==> src/rtl/tkps_pkg.sv <==
// ----------------------------------------------------------------------------
// Top-k priority selector package
// Shared record type, field widths, operation codes and the ranking function.
// ----------------------------------------------------------------------------
package tkps_pkg;

   // Field widths of one record and of the load counter.
   localparam int RANK_W  = 16;
   localparam int IDENT_W = 27;
   localparam int COUNT_W = 16;

   // Default number of records kept in the chain.
   localparam int MAX_K_DEFAULT = 16;

   // Largest value of the saturating load counter.
   localparam logic [COUNT_W-1:0] COUNT_MAX = '1;

   // Operation codes of the request channel.
   localparam logic OP_LOAD  = 1'b0;
   localparam logic OP_QUERY = 1'b1;

   // One stored record with its valid flag.
   typedef struct packed {
      logic               valid;
      logic [RANK_W-1:0]  rank;
      logic [IDENT_W-1:0] ident;
   } slot_type;

   // True when record a ranks strictly above record b: higher priority first,
   // then the smaller code.
   function automatic logic beats(input slot_type a, input slot_type b);
      logic result;
      if (a.rank != b.rank) begin
         result = (a.rank > b.rank);
      end else begin
         result = (a.ident < b.ident);
      end
      return result;
   endfunction

endpackage

==> src/rtl/tkps_cell.sv <==
// ----------------------------------------------------------------------------
// Top-k priority selector cell
// One slot of the sorted chain. On an insert it keeps its record, takes the
// new record, or takes the record of its better neighbor.
// ----------------------------------------------------------------------------
module tkps_cell (
   input  logic              clock,
   input  logic              reset,
   input  logic              ins_en,
   input  tkps_pkg::slot_type new_rec,
   input  tkps_pkg::slot_type prev_rec,
   input  logic              prev_wins,
   output logic              wins,
   output tkps_pkg::slot_type rec
);
   import tkps_pkg::*;

   logic               valid_ff;
   logic [RANK_W-1:0]  rank_ff;
   logic [IDENT_W-1:0] ident_ff;

   // Present the held record to the neighbor and the read port.
   assign rec = '{valid: valid_ff, rank: rank_ff, ident: ident_ff};

   // The new record belongs at or above this slot when the slot is empty or
   // the new record ranks strictly above it; an equal record goes behind.
   assign wins = !valid_ff || beats(new_rec, rec);

   // The valid flag is control state and is cleared by reset.
   always_ff @(posedge clock) begin
      if (reset) begin
         valid_ff <= 1'b0;
      end else if (ins_en) begin
         if (prev_wins) begin
            valid_ff <= prev_rec.valid;
         end else if (wins) begin
            valid_ff <= 1'b1;
         end
      end
   end

   // Record payload: shift down from the neighbor, or take the new record.
   always_ff @(posedge clock) begin
      if (ins_en) begin
         if (prev_wins) begin
            rank_ff  <= prev_rec.rank;
            ident_ff <= prev_rec.ident;
         end else if (wins) begin
            rank_ff  <= new_rec.rank;
            ident_ff <= new_rec.ident;
         end
      end
   end

endmodule

==> src/rtl/top_k_priority_selector_top.sv <==
// ----------------------------------------------------------------------------
// Top-k priority selector
// Keeps the MaxK best records in a sorted chain of cells and answers top-k
// queries one result per cycle while the result channel is not stalled.
// ----------------------------------------------------------------------------
//  Channel   Handshake              Payload
//  req       req_valid/req_stall    req_op, req_rank_value, req_ident,
//                                   req_want_count
//  rsp       rsp_valid/rsp_stall    rsp_out_rank, rsp_out_ident, rsp_last,
//                                   rsp_fault
//
// On a load every cell compares the new record against its own in parallel and
// the chain shifts by one below the insertion point. A good query holds off the
// request channel from its transfer until its last result is registered, one
// result per cycle from the cell read port while the result register is not
// stalled. A bad query gives its single fault result in the next cycle.
// Requests are held off while a query is being emitted or while the result
// register is full and stalled. Reset clears the valid flags and the count.
// ----------------------------------------------------------------------------
module top_k_priority_selector_top #(
   parameter int MaxK = tkps_pkg::MAX_K_DEFAULT
) (
   input  logic                         clock,
   input  logic                         reset,
   input  logic                         req_valid,
   output logic                         req_stall,
   input  logic                         req_op,
   input  logic [tkps_pkg::RANK_W-1:0]  req_rank_value,
   input  logic [tkps_pkg::IDENT_W-1:0] req_ident,
   input  logic [tkps_pkg::COUNT_W-1:0] req_want_count,
   output logic                         rsp_valid,
   input  logic                         rsp_stall,
   output logic [tkps_pkg::RANK_W-1:0]  rsp_out_rank,
   output logic [tkps_pkg::IDENT_W-1:0] rsp_out_ident,
   output logic                         rsp_last,
   output logic                         rsp_fault
);
   import tkps_pkg::*;

   localparam int IDX_W = (MaxK > 1) ? $clog2(MaxK) : 1;

   typedef enum logic [1:0] {
      ST_IDLE = 2'b01,
      ST_EMIT = 2'b10
   } state_type;

   state_type            state_ff, state_in;
   logic [IDX_W-1:0]     idx_ff, idx_in;
   logic [IDX_W-1:0]     end_idx_ff, end_idx_in;
   logic [COUNT_W-1:0]   total_ff, total_in;

   logic                 rsp_valid_ff, rsp_valid_in;
   logic [RANK_W-1:0]    rsp_rank_ff, rsp_rank_in;
   logic [IDENT_W-1:0]   rsp_ident_ff, rsp_ident_in;
   logic                 rsp_last_ff, rsp_last_in;
   logic                 rsp_fault_ff, rsp_fault_in;

   logic                 req_xfer;
   logic                 out_free;
   logic                 ins_en;
   logic                 bad_k;
   slot_type             new_rec;
   slot_type             rec   [MaxK];
   logic                 wins  [MaxK];
   slot_type             rd_rec;

   // The result register can take a new entry when empty or being drained.
   assign out_free  = !rsp_valid_ff || !rsp_stall;
   assign req_stall = (state_ff == ST_EMIT) || !out_free;
   assign req_xfer  = req_valid && !req_stall;
   assign ins_en    = req_xfer && (req_op == OP_LOAD);
   assign new_rec   = '{valid: 1'b1, rank: req_rank_value, ident: req_ident};

   // A query is refused when k is zero, beyond the chain, or beyond the count.
   assign bad_k = (req_want_count == '0) ||
                  (req_want_count > COUNT_W'(MaxK)) ||
                  (req_want_count > total_ff);

   // Sorted chain of cells; cell 0 holds the best record.
   for (genvar i = 0; i < MaxK; i++) begin : g_cell
      if (i == 0) begin : g_head
         tkps_cell u_cell (
            .clock     (clock),
            .reset     (reset),
            .ins_en    (ins_en),
            .new_rec   (new_rec),
            .prev_rec  ('0),
            .prev_wins (1'b0),
            .wins      (wins[i]),
            .rec       (rec[i])
         );
      end else begin : g_body
         tkps_cell u_cell (
            .clock     (clock),
            .reset     (reset),
            .ins_en    (ins_en),
            .new_rec   (new_rec),
            .prev_rec  (rec[i-1]),
            .prev_wins (wins[i-1]),
            .wins      (wins[i]),
            .rec       (rec[i])
         );
      end
   end

   // Read port for the query emitter.
   assign rd_rec = rec[idx_ff];

   // Query sequencer, load counter and result register.
   always_comb begin
      state_in     = state_ff;
      idx_in       = idx_ff;
      end_idx_in   = end_idx_ff;
      total_in     = total_ff;
      rsp_valid_in = rsp_valid_ff && rsp_stall;
      rsp_rank_in  = rsp_rank_ff;
      rsp_ident_in = rsp_ident_ff;
      rsp_last_in  = rsp_last_ff;
      rsp_fault_in = rsp_fault_ff;

      case (state_ff)
         ST_IDLE: begin
            if (req_xfer) begin
               if (req_op == OP_LOAD) begin
                  if (total_ff != COUNT_MAX) begin
                     total_in = total_ff + 1'b1;
                  end
               end else if (bad_k) begin
                  rsp_valid_in = 1'b1;
                  rsp_rank_in  = '0;
                  rsp_ident_in = '0;
                  rsp_last_in  = 1'b1;
                  rsp_fault_in = 1'b1;
               end else begin
                  state_in   = ST_EMIT;
                  idx_in     = '0;
                  end_idx_in = IDX_W'(req_want_count - 1'b1);
               end
            end
         end
         ST_EMIT: begin
            if (out_free) begin
               rsp_valid_in = 1'b1;
               rsp_rank_in  = rd_rec.rank;
               rsp_ident_in = rd_rec.ident;
               rsp_last_in  = (idx_ff == end_idx_ff);
               rsp_fault_in = 1'b0;
               if (idx_ff == end_idx_ff) begin
                  state_in = ST_IDLE;
               end else begin
                  idx_in = idx_ff + 1'b1;
               end
            end
         end
         default: begin
            state_in = ST_IDLE;
         end
      endcase
   end

   // Control registers.
   always_ff @(posedge clock) begin
      if (reset) begin
         state_ff     <= ST_IDLE;
         total_ff     <= '0;
         rsp_valid_ff <= 1'b0;
      end else begin
         state_ff     <= state_in;
         total_ff     <= total_in;
         rsp_valid_ff <= rsp_valid_in;
      end
   end

   // Index and result payload registers.
   always_ff @(posedge clock) begin
      idx_ff       <= idx_in;
      end_idx_ff   <= end_idx_in;
      rsp_rank_ff  <= rsp_rank_in;
      rsp_ident_ff <= rsp_ident_in;
      rsp_last_ff  <= rsp_last_in;
      rsp_fault_ff <= rsp_fault_in;
   end

   assign rsp_valid     = rsp_valid_ff;
   assign rsp_out_rank  = rsp_rank_ff;
   assign rsp_out_ident = rsp_ident_ff;
   assign rsp_last      = rsp_last_ff;
   assign rsp_fault     = rsp_fault_ff;

endmodule
==> config.mk <==
export PLATFORM = sky130hd
export DESIGN_NAME = top_k_priority_selector_top
export DESIGN_NICKNAME = d
export VERILOG_FILES = /design/src/rtl/tkps_pkg.sv /design/src/rtl/tkps_cell.sv /design/src/rtl/top_k_priority_selector_top.sv
export SDC_FILE = /design/constraint.sdc
export NUM_CORES = 2
export LEC_CHECK = 0
export BUFFER_PORTS_ARGS = -buffer_cell sky130_fd_sc_hd__buf_2
export CORE_ASPECT_RATIO = 0.5
export CORE_UTILIZATION = 40
export DETAILED_ROUTE_END_ITERATION = 8
export GPL_ROUTABILITY_DRIVEN = 0
export PLACE_DENSITY = 0.6
export SYNTH_ARGS = -nofsm -noshare
export SYNTH_HDL_FRONTEND = slang
export SYNTH_HIERARCHICAL = 1
export SYNTH_SLANG_ARGS = --single-unit
==> constraint.sdc <==
create_clock -name clock -period 14.5 [get_ports clock]
set_input_delay 2.9 -clock clock [delete_from_list [all_inputs] [get_ports clock]]
set_output_delay 2.9 -clock clock [all_outputs]
set_load 0.1 [all_outputs]
==> key figures <==
Run status
  • Result of the run: finished clean

Clocking
  • Number of buffers added to fix hold violations after cts: 0
  • Clock tree from TritonCTS: built
  • Number of clock sinks: 776
  • Root buffer cell: clkbuf_16
  • Max H-tree Level: 3
  • Setup repair bufs after CTS: 0
  • Worst-skew pair later-pin latency: 0.70 ns
  • Quantity of gates resized following cts: 0
  • Max Buffers Root-to-Sink: 3
  • CTS Buf Count: 83
  • Clock-pin slew on the worst setup and hold paths: 0.06 ns

GRT
  • Overall routing resource usage: 22.2%
  • Largest net degree at the start of global routing: 123
  • Wire length of the first global-routing pass: 238000 µm
  • Via count of the first global-routing pass: 38.1k
  • Remaining Overflow, GRT: 0
  • Antenna violations before repair: 3

Pwr
  • Static leakage: 25.6 nW
  • Internal: 4.22 mW
  • Pwr/cell area: 94.2 nW/µm²
  • Psw: 1.57 mW
  • Share of total power in combinational logic: 15.9%
  • VDD IR-drop max: 0.0764 mV
  • Part of the total power dissipated in the clock network: 37.7%
  • Fraction of power consumed by sequential logic: 46.4%
  • Sw frac: 27.1%

Setup path
  • Worst Path Max Fanout: 46
  • Chain of cells forming the critical path: buf_2 > ha_1 > nand4_1 > or4_4 > a2111oi_2 > o21ai_1 > a31oi_1 > or2_2 > a21oi_2 > a21boi_4 > buf_4
  • Worst path buffer plus inverter count: 2
  • Worst-path cell with the longest stage delay: or2_2
  • Critical path type: primary input to flop
  • Category of cells accounting for the largest share of critical-path delay: simple AND/OR/NAND/NOR gates
  • Largest stage delay, worst path: 1.00 ns
  • Startpoint of the worst setup timing path: req_rank_value[9]
  • Instance count on the critical path: 11
  • Startpoint kind of the worst setup timing path: primary input
  • End of the worst register-to-register path: g_cell[3].g_body.u_cell/ident_ff[4]
  • Reg-to-reg setup timing slack: 10.02 ns
  • Data required time at the worst endpoint: 14.80 ns
  • Depth of the most critical reg-to-reg path: 11
  • CP Data Arrival Time: 7.09 ns
  • Worst setup endpoint: g_cell[3].g_body.u_cell/ident_ff[4]
  • Kind of end point of the critical path: flop
  • Worst reg2reg startpoint: g_cell[2].g_body.u_cell/rank_ff[11]

Finish
  • Fraction of final layout cells sized beyond drive strength 1: 27.3%
  • Number of nets in the final layout: 5512
  • Layout overhead on the synthesized area: 10.2%
  • Fill cell count: 12.5k
  • Core utilization of the finished layout: 44.6%
  • Finished Layout Cells: 6678

Drt
  • Length of the first detailed-routing pass in iterations: 5
  • Number of antenna-violating nets in the routed design: 0
  • Drc violations: 0
  • DRC violation total after the first TritonRoute iteration: 3023
  • Number of vias after detailed routing: 37.9k
  • Routed vias/inst: 5.68
  • Average wire per cell in the routed design: 23.4 µm
  • Detailed Route WL: 156000 µm

STA
  • Clock skew: 0.0354 ns
  • Setup violation total in the final timing report: 0
  • Tightest Pin Transition: 1.30 ns
  • Total count of max-transition violations in the final report: 0
  • Endpoints failing hold: 0
  • Fin Setup TNS: 0 ns
  • Setup repair after global routing missed its margin: false
  • Final period util: 46.8%
  • Highest Clock Rate: 147 MHz
  • Slew margin rel.: 13.4%
  • Time the worst path needs with I/O delays and setup: 6.79 ns

Floorplanning
  • Die H: 266 µm
  • Area of the die: 141000 µm²
  • Std-Cell Core Area: 138000 µm²
  • Cell row count: 96
  • Starting density of the core: 40.5%
  • I/O Pins: 111
  • Horizontal die dimension: 530 µm

Place
  • Post-placement cell count: 6531
  • Half-perimeter wire length of the detailed placement result: 112000 µm
  • IO buf count: 110

Min path
  • Class of the most critical hold timing path: flop to flop
  • Cells on Worst Hold Path: 1

Logic synthesis
  • Summed instance area of the synthesized netlist: 55800 µm²
  • Synth warn: 6
  • Avg Synthesized Cell Area: 12.2 µm²
  • Syn Inst Count: 4590

Run
  • Maximum Capacitance Violations: 0
==> worst register-to-register path, cell delays in order, from the launching register on <==
cell and delay (ns):
edfxtp_1 0.40, inv_1 0.06, ha_1 0.31, nand4_1 0.21, or4_4 0.59, a2111oi_2 0.31
o21ai_1 0.11, a31oi_1 0.22, or2_2 1.01, a21oi_2 0.11, a21boi_4 0.19, buf_4 0.56
==> cells in the final DEF (no fill, tap or decap), drive strengths merged, types with 106 or more instances in the layout <==
| cell type | n |
|---|---|
| clkbuf | 106 |
| nand4 | 167 |
| mux2 | 672 |
| edfxtp | 741 |
| mux4 | 215 |
| a21oi | 290 |
| nand2 | 216 |
| inv | 714 |
| ha | 694 |
| buf | 188 |
==> area by class of cell <==
| cell class | instances | area, µm² | share of cell area [%] |
|---|---|---|---|
| Multi-Input combinational cell | 2994 | 29700 | 48.3 |
| Sequential cell | 776 | 23000 | 37.3 |
| Inverter | 711 | 2670 | 4.34 |
| Tap cell | 1862 | 2330 | 3.79 |
| Clock buffer | 106 | 2220 | 3.60 |
| Timing Repair Buffer | 188 | 1160 | 1.89 |
| Clock inverter | 40 | 433 | 0.704 |
| Antenna cell | 1 | 2.50 | 0.00407 |
==> sequential cells by signal (all words and copies together), names as in the netlist, 15 cells and up <==
signal / count
g_cell.g_body.u_cell/ident_ff: 405
g_cell.g_body.u_cell/rank_ff: 240
g_cell.g_body.u_cell/valid_ff: 15
g_cell.g_head.u_cell/ident_ff: 27
g_cell.g_head.u_cell/rank_ff: 16
rsp_out_ident: 27
rsp_out_rank: 16
total_ff: 16
==> worst min path at each step <==
stage	startpoint	end
floorplan	state_ff[1]	state_ff[1]
global placement	state_ff[1]	state_ff[1]
detailed placement	state_ff[1]	state_ff[1]
CTS	state_ff[1]	state_ff[1]
global route	state_ff[1]	state_ff[1]
finish	state_ff[1]	state_ff[1]
==> power groups by stage <==
| stage | clock [mW] | combinational, mW | sequential (mW) |
|---|---|---|---|
| after global placement | 0 | 0.876 | 2.73 |
| after global routing | 2.31 | 1.01 | 2.70 |
| final | 2.19 | 0.920 | 2.69 |
| after detailed placement | 0 | 0.908 | 2.73 |
| after CTS | 2.24 | 0.915 | 2.68 |
| after floorplan | 0 | 0.596 | 2.73 |
==> per-stage QoR <==
stage	power (mW)	hold slack, ns	area, µm²	setup WS [ns]
2_1_floorplan	3.32	0.467	56000	5.76
4_1_cts	5.83	0.510	61500	7.83
5_1_grt	6.02	0.532	61500	7.50
3_3_place_gp	3.61	0.480	58800	7.22
6_report	5.79	0.508	61500	7.71
3_5_place_dp	3.64	0.496	58800	7.11
==> per-layer routing <==
metal | track usage, % | up-vias | part of all wire [%]
li1 | - | 17583 | -
met1 | 31.3 | 19133 | 47
met2 | 35.4 | 993 | 45
met3 | 2.56 | 205 | 4.8
met4 | 7.12 | 0 | 3.1
met5 | 0 | - | 0
Note: power is estimated with default switching activity, not from simulation.
